## src/sv/ppbf_pkg.sv

```systemverilog
// Package for the pcapng enhanced packet block framer.
// Holds payload structs, the front-to-back command type, the back-end state type
// and the block format constants. It depends on nothing else.
package ppbf_pkg;

  localparam int LEN_W       = 14;
  localparam int TOTAL_W     = 16;
  localparam int QUEUE_DEPTH = 4;
  localparam int DEF_MAX_PACKET_BYTES = 16384;

  // Block format constants
  localparam logic [31:0]        BLOCK_TYPE_EPB = 32'd6;
  localparam logic [15:0]        OPT_EPB_FLAGS  = 16'd2;
  localparam logic [15:0]        OPT_FLAGS_LEN  = 16'd4;
  localparam logic [TOTAL_W-1:0] BLOCK_OVERHEAD = TOTAL_W'(40);

  // Header is 28 bytes, trailer options and length are 12 bytes
  localparam logic [4:0] HDR_LAST_IDX = 5'd27;
  localparam logic [3:0] TRL_LAST_IDX = 4'd11;

  // Microsecond conversion: nsec / 1000 as (nsec * NS_RECIP) >> NS_SHIFT
  localparam logic [19:0] US_PER_SEC = 20'd1000000;
  localparam logic [30:0] NS_RECIP   = 31'd1099511628;
  localparam int          NS_SHIFT   = 40;

  typedef struct packed {
    logic [7:0]       data_byte;
    logic [LEN_W-1:0] decl_len;
    logic [15:0]      if_index;
    logic [31:0]      ts_seconds;
    logic [29:0]      ts_nanoseconds;
    logic [1:0]       direction;
  } in_item_t;

  typedef struct packed {
    logic [7:0] out_byte;
    logic       end_of_block;
  } out_item_t;

  // One classified input byte as handed from front to back
  typedef struct packed {
    logic             first;
    logic             last;
    logic [7:0]       data;
    logic [LEN_W-1:0] len;
    logic [15:0]      ifid;
    logic [31:0]      sec;
    logic [29:0]      nsec;
    logic [1:0]       dir;
  } cmd_t;

  typedef enum logic [1:0] {
    BK_FETCH,
    BK_HDR,
    BK_FIRST,
    BK_TRL
  } bk_state_t;

endpackage

```

## src/sv/ppbf_front.sv

```systemverilog
// Front end of the framer: accepts packet bytes and classifies them.
// Tracks packet boundaries and pushes commands (cmd_t from ppbf_pkg) to the queue.
module ppbf_front #(
  parameter int MAX_PACKET_BYTES = ppbf_pkg::DEF_MAX_PACKET_BYTES
) (
  input  logic              clk,
  input  logic              rst_n,
  input  logic              in_valid,
  input  logic              in_stall,
  input  ppbf_pkg::in_item_t in_data,
  output logic              push,
  output ppbf_pkg::cmd_t    push_cmd
);

  logic                       in_packet_r, in_packet_nxt;
  logic [ppbf_pkg::LEN_W-1:0] rem_r, rem_nxt;
  logic [ppbf_pkg::LEN_W-1:0] len_nz, len_clamped;
  logic                       last;

  // Declared length: zero means one byte, above the maximum saturates
  always_comb begin
    len_nz = (in_data.decl_len == '0) ? ppbf_pkg::LEN_W'(1) : in_data.decl_len;
    if (32'(len_nz) > MAX_PACKET_BYTES) begin
      len_clamped = ppbf_pkg::LEN_W'(MAX_PACKET_BYTES);
    end else begin
      len_clamped = len_nz;
    end
  end

  // Classify the byte and update the remaining count
  always_comb begin
    push          = in_valid && !in_stall;
    in_packet_nxt = in_packet_r;
    rem_nxt       = rem_r;
    if (!in_packet_r) begin
      last = (len_clamped == ppbf_pkg::LEN_W'(1));
    end else begin
      last = (rem_r == ppbf_pkg::LEN_W'(1));
    end
    if (push) begin
      in_packet_nxt = !last;
      rem_nxt       = in_packet_r ? rem_r - 1'b1 : len_clamped - 1'b1;
    end
    push_cmd.first = !in_packet_r;
    push_cmd.last  = last;
    push_cmd.data  = in_data.data_byte;
    push_cmd.len   = len_clamped;
    push_cmd.ifid  = in_data.if_index;
    push_cmd.sec   = in_data.ts_seconds;
    push_cmd.nsec  = in_data.ts_nanoseconds;
    push_cmd.dir   = in_data.direction;
  end

  always_ff @(posedge clk) begin
    if (!rst_n) begin
      in_packet_r <= 1'b0;
      rem_r       <= '0;
    end else begin
      in_packet_r <= in_packet_nxt;
      rem_r       <= rem_nxt;
    end
  end

endmodule

```

## src/sv/ppbf_queue.sv

```systemverilog
// Short command queue between the front and back ends of the framer.
// Register-based FIFO of ppbf_pkg::cmd_t entries; full and empty are registered-state flags.
module ppbf_queue #(
  parameter int DEPTH = ppbf_pkg::QUEUE_DEPTH
) (
  input  logic           clk,
  input  logic           rst_n,
  input  logic           push,
  input  ppbf_pkg::cmd_t push_cmd,
  input  logic           pop,
  output ppbf_pkg::cmd_t pop_cmd,
  output logic           full,
  output logic           empty
);

  localparam int PTR_W = (DEPTH > 1) ? $clog2(DEPTH) : 1;
  localparam int CNT_W = $clog2(DEPTH + 1);

  ppbf_pkg::cmd_t   mem_r [DEPTH];
  logic [PTR_W-1:0] wr_ptr_r, rd_ptr_r;
  logic [CNT_W-1:0] count_r;

  assign full    = (count_r == CNT_W'(DEPTH));
  assign empty   = (count_r == '0);
  assign pop_cmd = mem_r[rd_ptr_r];

  // Storage, no reset needed
  always_ff @(posedge clk) begin
    if (push) begin
      mem_r[wr_ptr_r] <= push_cmd;
    end
  end

  // Pointers and fill count
  always_ff @(posedge clk) begin
    if (!rst_n) begin
      wr_ptr_r <= '0;
      rd_ptr_r <= '0;
      count_r  <= '0;
    end else begin
      if (push) begin
        wr_ptr_r <= (wr_ptr_r == PTR_W'(DEPTH - 1)) ? '0 : wr_ptr_r + 1'b1;
      end
      if (pop) begin
        rd_ptr_r <= (rd_ptr_r == PTR_W'(DEPTH - 1)) ? '0 : rd_ptr_r + 1'b1;
      end
      if (push && !pop) begin
        count_r <= count_r + 1'b1;
      end else if (pop && !push) begin
        count_r <= count_r - 1'b1;
      end
    end
  end

endmodule

```

## src/sv/ppbf_usec.sv

```systemverilog
// Timestamp conversion for the framer: seconds * 1000000 + nanoseconds / 1000.
// Two register stages; constants come from ppbf_pkg.
module ppbf_usec (
  input  logic        clk,
  input  logic [31:0] sec,
  input  logic [29:0] nsec,
  output logic [63:0] usec
);

  logic [51:0] sec_us_r;
  logic [60:0] ns_prod_r;
  logic [63:0] usec_r;

  // Stage 1: both constant multiplies; stage 2: add the quotient
  always_ff @(posedge clk) begin
    sec_us_r  <= 52'(sec) * 52'(ppbf_pkg::US_PER_SEC);
    ns_prod_r <= 61'(nsec) * 61'(ppbf_pkg::NS_RECIP);
    usec_r    <= 64'(sec_us_r) + 64'(ns_prod_r[60:ppbf_pkg::NS_SHIFT]);
  end

  assign usec = usec_r;

endmodule

```

## src/sv/ppbf_back.sv

```systemverilog
// Back end of the framer: pops commands and sequences header, data and trailer bytes.
// Uses ppbf_usec for the timestamp and ppbf_pkg for types and format constants.
module ppbf_back (
  input  logic                clk,
  input  logic                rst_n,
  input  logic                q_empty,
  input  ppbf_pkg::cmd_t      q_cmd,
  output logic                q_pop,
  output logic                out_valid,
  input  logic                out_stall,
  output ppbf_pkg::out_item_t out_data
);

  ppbf_pkg::bk_state_t          state_r, state_nxt;
  logic [4:0]                   cnt_r, cnt_nxt;
  logic                         advance;
  logic                         emit;
  ppbf_pkg::out_item_t          emit_item;
  logic                         out_valid_r;
  ppbf_pkg::out_item_t          out_r;

  // Per-packet fields latched from the first command
  logic [ppbf_pkg::LEN_W-1:0]   len_r;
  logic [15:0]                  ifid_r;
  logic [31:0]                  sec_r;
  logic [29:0]                  nsec_r;
  logic [1:0]                   dir_r;
  logic [7:0]                   first_data_r;
  logic                         first_last_r;
  logic [1:0]                   pad_r;
  logic [ppbf_pkg::TOTAL_W-1:0] total_r;
  logic [1:0]                   pad_new;
  logic [63:0]                  usec;
  logic [31:0]                  hdr_word;
  logic [31:0]                  trl_word;
  logic [3:0]                   trl_idx;
  logic [3:0]                   trl_start;
  logic                         latch;

  ppbf_usec u_usec (
    .clk  (clk),
    .sec  (sec_r),
    .nsec (nsec_r),
    .usec (usec)
  );

  assign advance   = !out_valid_r || !out_stall;
  assign pad_new   = ~q_cmd.len[1:0] + 2'd1;
  assign trl_start = 4'(~{2'b00, pad_r} + 4'd1);
  assign trl_idx   = cnt_r[3:0];

  // Header word for the current byte position
  always_comb begin
    case (cnt_r[4:2])
      3'd0:    hdr_word = ppbf_pkg::BLOCK_TYPE_EPB;
      3'd1:    hdr_word = 32'(total_r);
      3'd2:    hdr_word = 32'(ifid_r);
      3'd3:    hdr_word = usec[63:32];
      3'd4:    hdr_word = usec[31:0];
      default: hdr_word = 32'(len_r);
    endcase
  end

  // Trailer word: flags option, flags value, then total length; indexes 13 to 15 are padding
  always_comb begin
    case (trl_idx[3:2])
      2'd0:    trl_word = {ppbf_pkg::OPT_FLAGS_LEN, ppbf_pkg::OPT_EPB_FLAGS};
      2'd1:    trl_word = 32'(dir_r);
      2'd2:    trl_word = 32'(total_r);
      default: trl_word = '0;
    endcase
  end

  // Sequencer: next state and byte to emit
  always_comb begin
    state_nxt = state_r;
    cnt_nxt   = cnt_r;
    q_pop     = 1'b0;
    latch     = 1'b0;
    emit      = 1'b0;
    emit_item = '0;
    case (state_r)
      ppbf_pkg::BK_FETCH: begin
        if (advance && !q_empty) begin
          q_pop = 1'b1;
          if (q_cmd.first) begin
            latch     = 1'b1;
            cnt_nxt   = '0;
            state_nxt = ppbf_pkg::BK_HDR;
          end else begin
            emit               = 1'b1;
            emit_item.out_byte = q_cmd.data;
            if (q_cmd.last) begin
              cnt_nxt   = {1'b0, trl_start};
              state_nxt = ppbf_pkg::BK_TRL;
            end
          end
        end
      end
      ppbf_pkg::BK_HDR: begin
        emit               = 1'b1;
        emit_item.out_byte = hdr_word[8*cnt_r[1:0] +: 8];
        if (advance) begin
          cnt_nxt = cnt_r + 1'b1;
          if (cnt_r == ppbf_pkg::HDR_LAST_IDX) begin
            state_nxt = ppbf_pkg::BK_FIRST;
          end
        end
      end
      ppbf_pkg::BK_FIRST: begin
        emit               = 1'b1;
        emit_item.out_byte = first_data_r;
        if (advance) begin
          if (first_last_r) begin
            cnt_nxt   = {1'b0, trl_start};
            state_nxt = ppbf_pkg::BK_TRL;
          end else begin
            state_nxt = ppbf_pkg::BK_FETCH;
          end
        end
      end
      ppbf_pkg::BK_TRL: begin
        emit                   = 1'b1;
        emit_item.out_byte     = trl_word[8*trl_idx[1:0] +: 8];
        emit_item.end_of_block = (trl_idx == ppbf_pkg::TRL_LAST_IDX);
        if (advance) begin
          cnt_nxt = {1'b0, trl_idx + 4'd1};
          if (trl_idx == ppbf_pkg::TRL_LAST_IDX) begin
            state_nxt = ppbf_pkg::BK_FETCH;
          end
        end
      end
      default: begin
        state_nxt = ppbf_pkg::BK_FETCH;
      end
    endcase
  end

  always_ff @(posedge clk) begin
    if (!rst_n) begin
      state_r     <= ppbf_pkg::BK_FETCH;
      cnt_r       <= '0;
      out_valid_r <= 1'b0;
    end else begin
      state_r <= state_nxt;
      cnt_r   <= cnt_nxt;
      if (advance) begin
        out_valid_r <= emit;
      end
    end
  end

  // Output register payload and per-packet fields
  always_ff @(posedge clk) begin
    if (advance) begin
      out_r <= emit_item;
    end
    if (latch) begin
      len_r        <= q_cmd.len;
      ifid_r       <= q_cmd.ifid;
      sec_r        <= q_cmd.sec;
      nsec_r       <= q_cmd.nsec;
      dir_r        <= q_cmd.dir;
      first_data_r <= q_cmd.data;
      first_last_r <= q_cmd.last;
      pad_r        <= pad_new;
      total_r      <= ppbf_pkg::BLOCK_OVERHEAD + ppbf_pkg::TOTAL_W'(q_cmd.len)
                      + ppbf_pkg::TOTAL_W'(pad_new);
    end
  end

  assign out_valid = out_valid_r;
  assign out_data  = out_r;

endmodule

```

## src/sv/pcapng_packet_block_framer.sv

```systemverilog
// Top level of the pcapng enhanced packet block framer.
// Instantiates ppbf_front, ppbf_queue and ppbf_back; types from ppbf_pkg.
//
// Usage:
//   in_valid/in_stall/in_data carry captured packet bytes, one per transfer.
//   On a packet's first byte the length, interface index, timestamp and
//   direction are sampled; later bytes use only data_byte.
//   out_valid/out_stall/out_data carry the block stream, one byte per
//   transfer, end_of_block high on the last byte of each block.
//   A first byte produces a 28-byte header and then the byte; the last byte
//   of a packet is followed by 0-3 pad bytes and a 12-byte trailer.
//   Path: a data byte is registered in the queue and then in the output
//   register; a first byte's header follows the fetch that latches its fields.
//   Throughput: one output byte per cycle while out_stall is low; data
//   bytes pass at one per cycle. Per packet the sequencer spends an idle
//   fetch, the header and the trailer; meanwhile the 4-entry queue fills
//   and in_stall rises, as it does when out_stall holds the output byte.
//   Reset (rst_n low, synchronous) empties the queue and the output register
//   and drops any partly framed packet.
module pcapng_packet_block_framer #(
  parameter int MAX_PACKET_BYTES = ppbf_pkg::DEF_MAX_PACKET_BYTES
) (
  input  logic                clk,
  input  logic                rst_n,
  input  logic                in_valid,
  output logic                in_stall,
  input  ppbf_pkg::in_item_t  in_data,
  output logic                out_valid,
  input  logic                out_stall,
  output ppbf_pkg::out_item_t out_data
);

  logic           push;
  logic           pop;
  logic           q_full;
  logic           q_empty;
  ppbf_pkg::cmd_t push_cmd;
  ppbf_pkg::cmd_t pop_cmd;

  assign in_stall = q_full;

  ppbf_front #(
    .MAX_PACKET_BYTES (MAX_PACKET_BYTES)
  ) u_front (
    .clk      (clk),
    .rst_n    (rst_n),
    .in_valid (in_valid),
    .in_stall (in_stall),
    .in_data  (in_data),
    .push     (push),
    .push_cmd (push_cmd)
  );

  ppbf_queue #(
    .DEPTH (ppbf_pkg::QUEUE_DEPTH)
  ) u_queue (
    .clk      (clk),
    .rst_n    (rst_n),
    .push     (push),
    .push_cmd (push_cmd),
    .pop      (pop),
    .pop_cmd  (pop_cmd),
    .full     (q_full),
    .empty    (q_empty)
  );

  ppbf_back u_back (
    .clk       (clk),
    .rst_n     (rst_n),
    .q_empty   (q_empty),
    .q_cmd     (pop_cmd),
    .q_pop     (pop),
    .out_valid (out_valid),
    .out_stall (out_stall),
    .out_data  (out_data)
  );

endmodule

```

## config.mk

```make
export PLATFORM = sky130hd
export DESIGN_NAME = pcapng_packet_block_framer
export DESIGN_NICKNAME = d
export VERILOG_FILES = /design/src/sv/ppbf_pkg.sv /design/src/sv/ppbf_front.sv /design/src/sv/ppbf_queue.sv /design/src/sv/ppbf_usec.sv /design/src/sv/ppbf_back.sv /design/src/sv/pcapng_packet_block_framer.sv
export SDC_FILE = /design/constraint.sdc
export NUM_CORES = 2
export LEC_CHECK = 0
export ABC_AREA = 1
export CAP_MARGIN = 20
export CORE_AREA = 3 3 358 360
export DETAILED_ROUTE_END_ITERATION = 10
export DIE_AREA = 0 0 361 363
export DONT_BUFFER_PORTS = 1
export PLACE_DENSITY_LB_ADDON = 0.1
export SLEW_MARGIN = 20
export SYNTH_ARGS = -nofsm -noshare
export SYNTH_HDL_FRONTEND = slang
export SYNTH_SLANG_ARGS = --single-unit
```

## constraint.sdc

```tcl
create_clock -name clk -period 7.1 [get_ports clk]
set_input_delay 1.42 -clock clk [delete_from_list [all_inputs] [get_ports clk]]
set_output_delay 1.42 -clock clk [all_outputs]
set_load 0.1 [all_outputs]
```

==> results.tsv <==
stage	metric	value	unit
run_status	run_status	completed	
sta	clock-skew-final	0.0409	ns
clock_tree	ctsLongestPathBuffers	3	
floorplan	core.rowCount	130	
logic_synthesis	largest_cells_by_area_after_synthesis	sky130_fd_sc_hd__edfxtp_1, sky130_fd_sc_hd__fa_1, sky130_fd_sc_hd__ha_1	
floorplan	die_h	363	um
clock_tree	holdBufCountCts	0	
clock_tree	htree_num_levels	3	
logic_synthesis	yosysSeqAreaShare	38.7	%
logic_synthesis	synth_top_cell_area_share	32.7	%
global_route	vias_in_the_first_global_route	35200	
floorplan	dieArea	131000	um^2
worst_hold_path	min_path_type	reg -> reg	
floorplan	core_area	125000	um^2
global_route	gr-usage-met3	2.86	%
logic_synthesis	yosysUniqueCellTypes	68	
sta	relSlewSlack	35.5	%
critical_path	crit_type	reg -> reg	
floorplan	die-width	361	um
global_route	use_met1	27.7	%
global_route	maximum_number_of_pins_on_one_net_before_global_route_repair	120	
logic_synthesis	synth-edff-count	544	
sta	final_hold_viol_count	0	
logic_synthesis	synth_top_area_cell	sky130_fd_sc_hd__edfxtp_1	
sta	min_period	6.69	ns
global_route	wire_length_of_the_first_global_routing_pass	209000	um
global_route	track_usage	20.9	%
logic_synthesis	yosys_register_bits	696	
clock_tree	clkSinkCount	696	
critical_path	crit_required	7.64	ns
clock_tree	cts_root_buf	sky130_fd_sc_hd__clkbuf_16	
drt	drtIter0Drc	2072	
logic_synthesis	synth_commonest_cells	sky130_fd_sc_hd__inv_1, sky130_fd_sc_hd__nand2_1, sky130_fd_sc_hd__ha_1	
clock_tree	tritoncts	done	
logic_synthesis	synth.cell_area	50000	um^2
sta	rsz0062_at_grt	false	
sta	setup_total_neg_slack	0	ns
place	gp_congestion	0.929	
logic_synthesis	syn_inst	5046	
clock_tree	postCtsSetupBuffers	0	
sta	worst_pin_slew	0.966	ns
drt	drt_wl_total	134000	um
global_route	grt.overflow.total	0	
global_route	number_of_antenna_violations_at_the_first_check_in_global_routing	0	
drt	routedWlPerCell	19.7	um
layout	post_route_cells_drive_above_1_share	4.51	%
place	placement.io_buffers	0	
logic_synthesis	ys_warn_count	0	
clock_tree	post_cts_resize_count	0	
layout	n_fill_cell	12100	
layout	syn_to_final_growth	9.57	%
logic_synthesis	synth_async_sr_flop_share	0	%
critical_path	end_kind	flop	
global_route	grt_most_used_layer	met2	
clock_tree	worst_skew_pair.late_latency	0.69	ns
sta	fin_crit_sh	94.2	%
sta	maxClockFrequency	149	MHz
drt	remaining_drc_errors	0	
drt	drtPass1Iterations	6	
sta	timing.final.setup_violations	0	
drt	avgViaCountPerCell	4.99	
logic_synthesis	synth_fp_nets	6121	
floorplan	start_util	39.9	%
critical_path	cp_data_arrival_time	7.23	ns
global_route	gr-usage-met2	35.3	%
critical_path	cp-start-kind	flop	
place	dpl.hpwl	105000	um
critical_path	timing.critical_path.fanout_max	11	
logic_synthesis	synth_most_common_cell	sky130_fd_sc_hd__inv_1	
job	cap_viol_max_count	0	
clock_tree	numCtsBuffers	78	
floorplan	num_io_pins	117	
drt	drt.antenna.violating_nets	0	
clock_tree	clkTransAtPathRegs	0.07	ns
layout	numnets_final	6156	
logic_synthesis	synth_top_flop_cell	sky130_fd_sc_hd__edfxtp_1	
drt	vias	33900	
sta	slew_limit_fails	0	
logic_synthesis	synth.avg_cell_area	9.91	um^2
[per-stage QoR]
stage	instances	hold slack, ns	cell area, um^2	util (%)	setup slack, ns
global placement	6651	0.332	52200	41.6	0.501
detailed placement	6651	0.322	52200	41.6	0.429
finish	6795	0.337	54800	43.7	0.410
global route	6794	0.350	54800	43.7	0.0443
floorplan	5046	0.310	50000	-	0.118
CTS	6794	0.346	54800	43.7	0.366
[state kept, by name, indices dropped and copies added, names as in the netlist, named ones only]
register                 cells
u_back.ifid_r               16
u_front.rem_r               14
u_queue.rd_ptr_r             2
u_back.dir_r                 2
u_back.u_usec.usec          53
u_back.u_usec.sec_us_r      46
u_back.pad_r                 2
u_back.state_r               2
u_back.nsec_r               30
u_back.out_data              9
u_queue.wr_ptr_r             2
u_back.cnt_r                 5
u_back.len_r                13
u_front.in_packet_r          1
u_back.first_data_r          8
u_back.first_last_r          1
u_back.out_valid             1
u_queue.mem_r              416
u_back.total_r              15
u_queue.count_r              3
u_back.u_usec.ns_prod_r     21
u_back.sec_r                32
[path summary, 6_finish.rpt]
path	startpoint	endpoint	slack (ns)	depth (start not counted)
min	u_back.u_usec.ns_prod_r[41]	u_back.u_usec.usec[1]	0.34	0
max	u_back.nsec_r[9]	u_back.u_usec.ns_prod_r[59]	0.41	22
min reg2reg	u_back.u_usec.ns_prod_r[41]	u_back.u_usec.usec[1]	0.34	0
max reg2reg	u_back.nsec_r[9]	u_back.u_usec.ns_prod_r[59]	0.41	22
[layout by cell type, fill, tap and decap left out, types with 11 or more instances in the layout]
| master | instances |
|---|---|
| sky130_fd_sc_hd__clkbuf_1 | 13 |
| sky130_fd_sc_hd__o211ai_1 | 11 |
| sky130_fd_sc_hd__xor2_1 | 89 |
| sky130_fd_sc_hd__inv_1 | 1067 |
| sky130_fd_sc_hd__a31oi_1 | 25 |
| sky130_fd_sc_hd__nand3_1 | 127 |
| sky130_fd_sc_hd__nor4_1 | 16 |
| sky130_fd_sc_hd__dfxtp_1 | 150 |
| sky130_fd_sc_hd__fa_1 | 413 |
| sky130_fd_sc_hd__edfxtp_1 | 544 |
| sky130_fd_sc_hd__nand2_1 | 578 |
| sky130_fd_sc_hd__xnor2_1 | 29 |
| sky130_fd_sc_hd__o21ai_0 | 334 |
| sky130_fd_sc_hd__clkinv_2 | 11 |
| sky130_fd_sc_hd__a21o_1 | 21 |
| sky130_fd_sc_hd__clkbuf_16 | 82 |
| sky130_fd_sc_hd__clkinv_1 | 18 |
| sky130_fd_sc_hd__a21oi_1 | 196 |
| sky130_fd_sc_hd__o22ai_1 | 96 |
| sky130_fd_sc_hd__ha_1 | 556 |
| sky130_fd_sc_hd__nor3_1 | 51 |
| sky130_fd_sc_hd__nor2_1 | 460 |
| sky130_fd_sc_hd__buf_4 | 48 |
| sky130_fd_sc_hd__nand4_1 | 34 |
[logic make-up (layout without fill, tap and decap cells)]
logic type               Yosys count  after routing  synth area share [%]
AO/OA/AOI/OAI                    763            763                  8.62
adder cells (fa/ha/maj)          969            969                  30.4
XOR/XNOR                         121            121                  2.21
other                              1              2               0.00750
buffers and inverters           1177           1275                  9.01
AND/OR/NAND/NOR                 1319           1319                  11.0
flip-flops                       696            696                  38.7
[worst max-delay path, stage by stage (launching register included)]
cell and delay [ns]:
sky130_fd_sc_hd__edfxtp_1 0.79, sky130_fd_sc_hd__ha_1 0.36, sky130_fd_sc_hd__fa_1 0.46, sky130_fd_sc_hd__fa_1 0.56
sky130_fd_sc_hd__inv_1 0.06, sky130_fd_sc_hd__fa_1 0.54, sky130_fd_sc_hd__inv_1 0.06, sky130_fd_sc_hd__fa_1 0.51
sky130_fd_sc_hd__fa_1 0.44, sky130_fd_sc_hd__fa_1 0.54, sky130_fd_sc_hd__inv_1 0.05, sky130_fd_sc_hd__fa_1 0.50
sky130_fd_sc_hd__inv_1 0.04, sky130_fd_sc_hd__ha_1 0.31, sky130_fd_sc_hd__nand2_1 0.09, sky130_fd_sc_hd__nor2_1 0.14
sky130_fd_sc_hd__inv_1 0.08, sky130_fd_sc_hd__nor3_1 0.29, sky130_fd_sc_hd__nand2_1 0.08, sky130_fd_sc_hd__o21ai_0 0.32
sky130_fd_sc_hd__nand3_1 0.17, sky130_fd_sc_hd__nand4_1 0.11, sky130_fd_sc_hd__nand2_1 0.06
[routing by layer]
layer,wire length [um],vias to the layer above
met5,0,-
met2,64000,643
li1,-,16500
met1,60500,16600
met3,5500,169
met4,4140,0
[layout make-up]
| type | count | area [um^2] | area share, % |
|---|---|---|---|
| antenna | 1 | 2.50 | 0.00457 |
| clock buffer | 94 | 2080 | 3.79 |
| clock inverter | 49 | 526 | 0.959 |
| inverter | 1076 | 4050 | 7.39 |
| multi-input combinational | 3173 | 26200 | 47.8 |
| sequential | 696 | 19400 | 35.4 |
| tap | 1650 | 2060 | 3.77 |
| timing repair buffer | 56 | 526 | 0.959 |
Power is not shown: default switching activity piles up to over one toggle a cycle in this logic, so the estimate is an artifact.
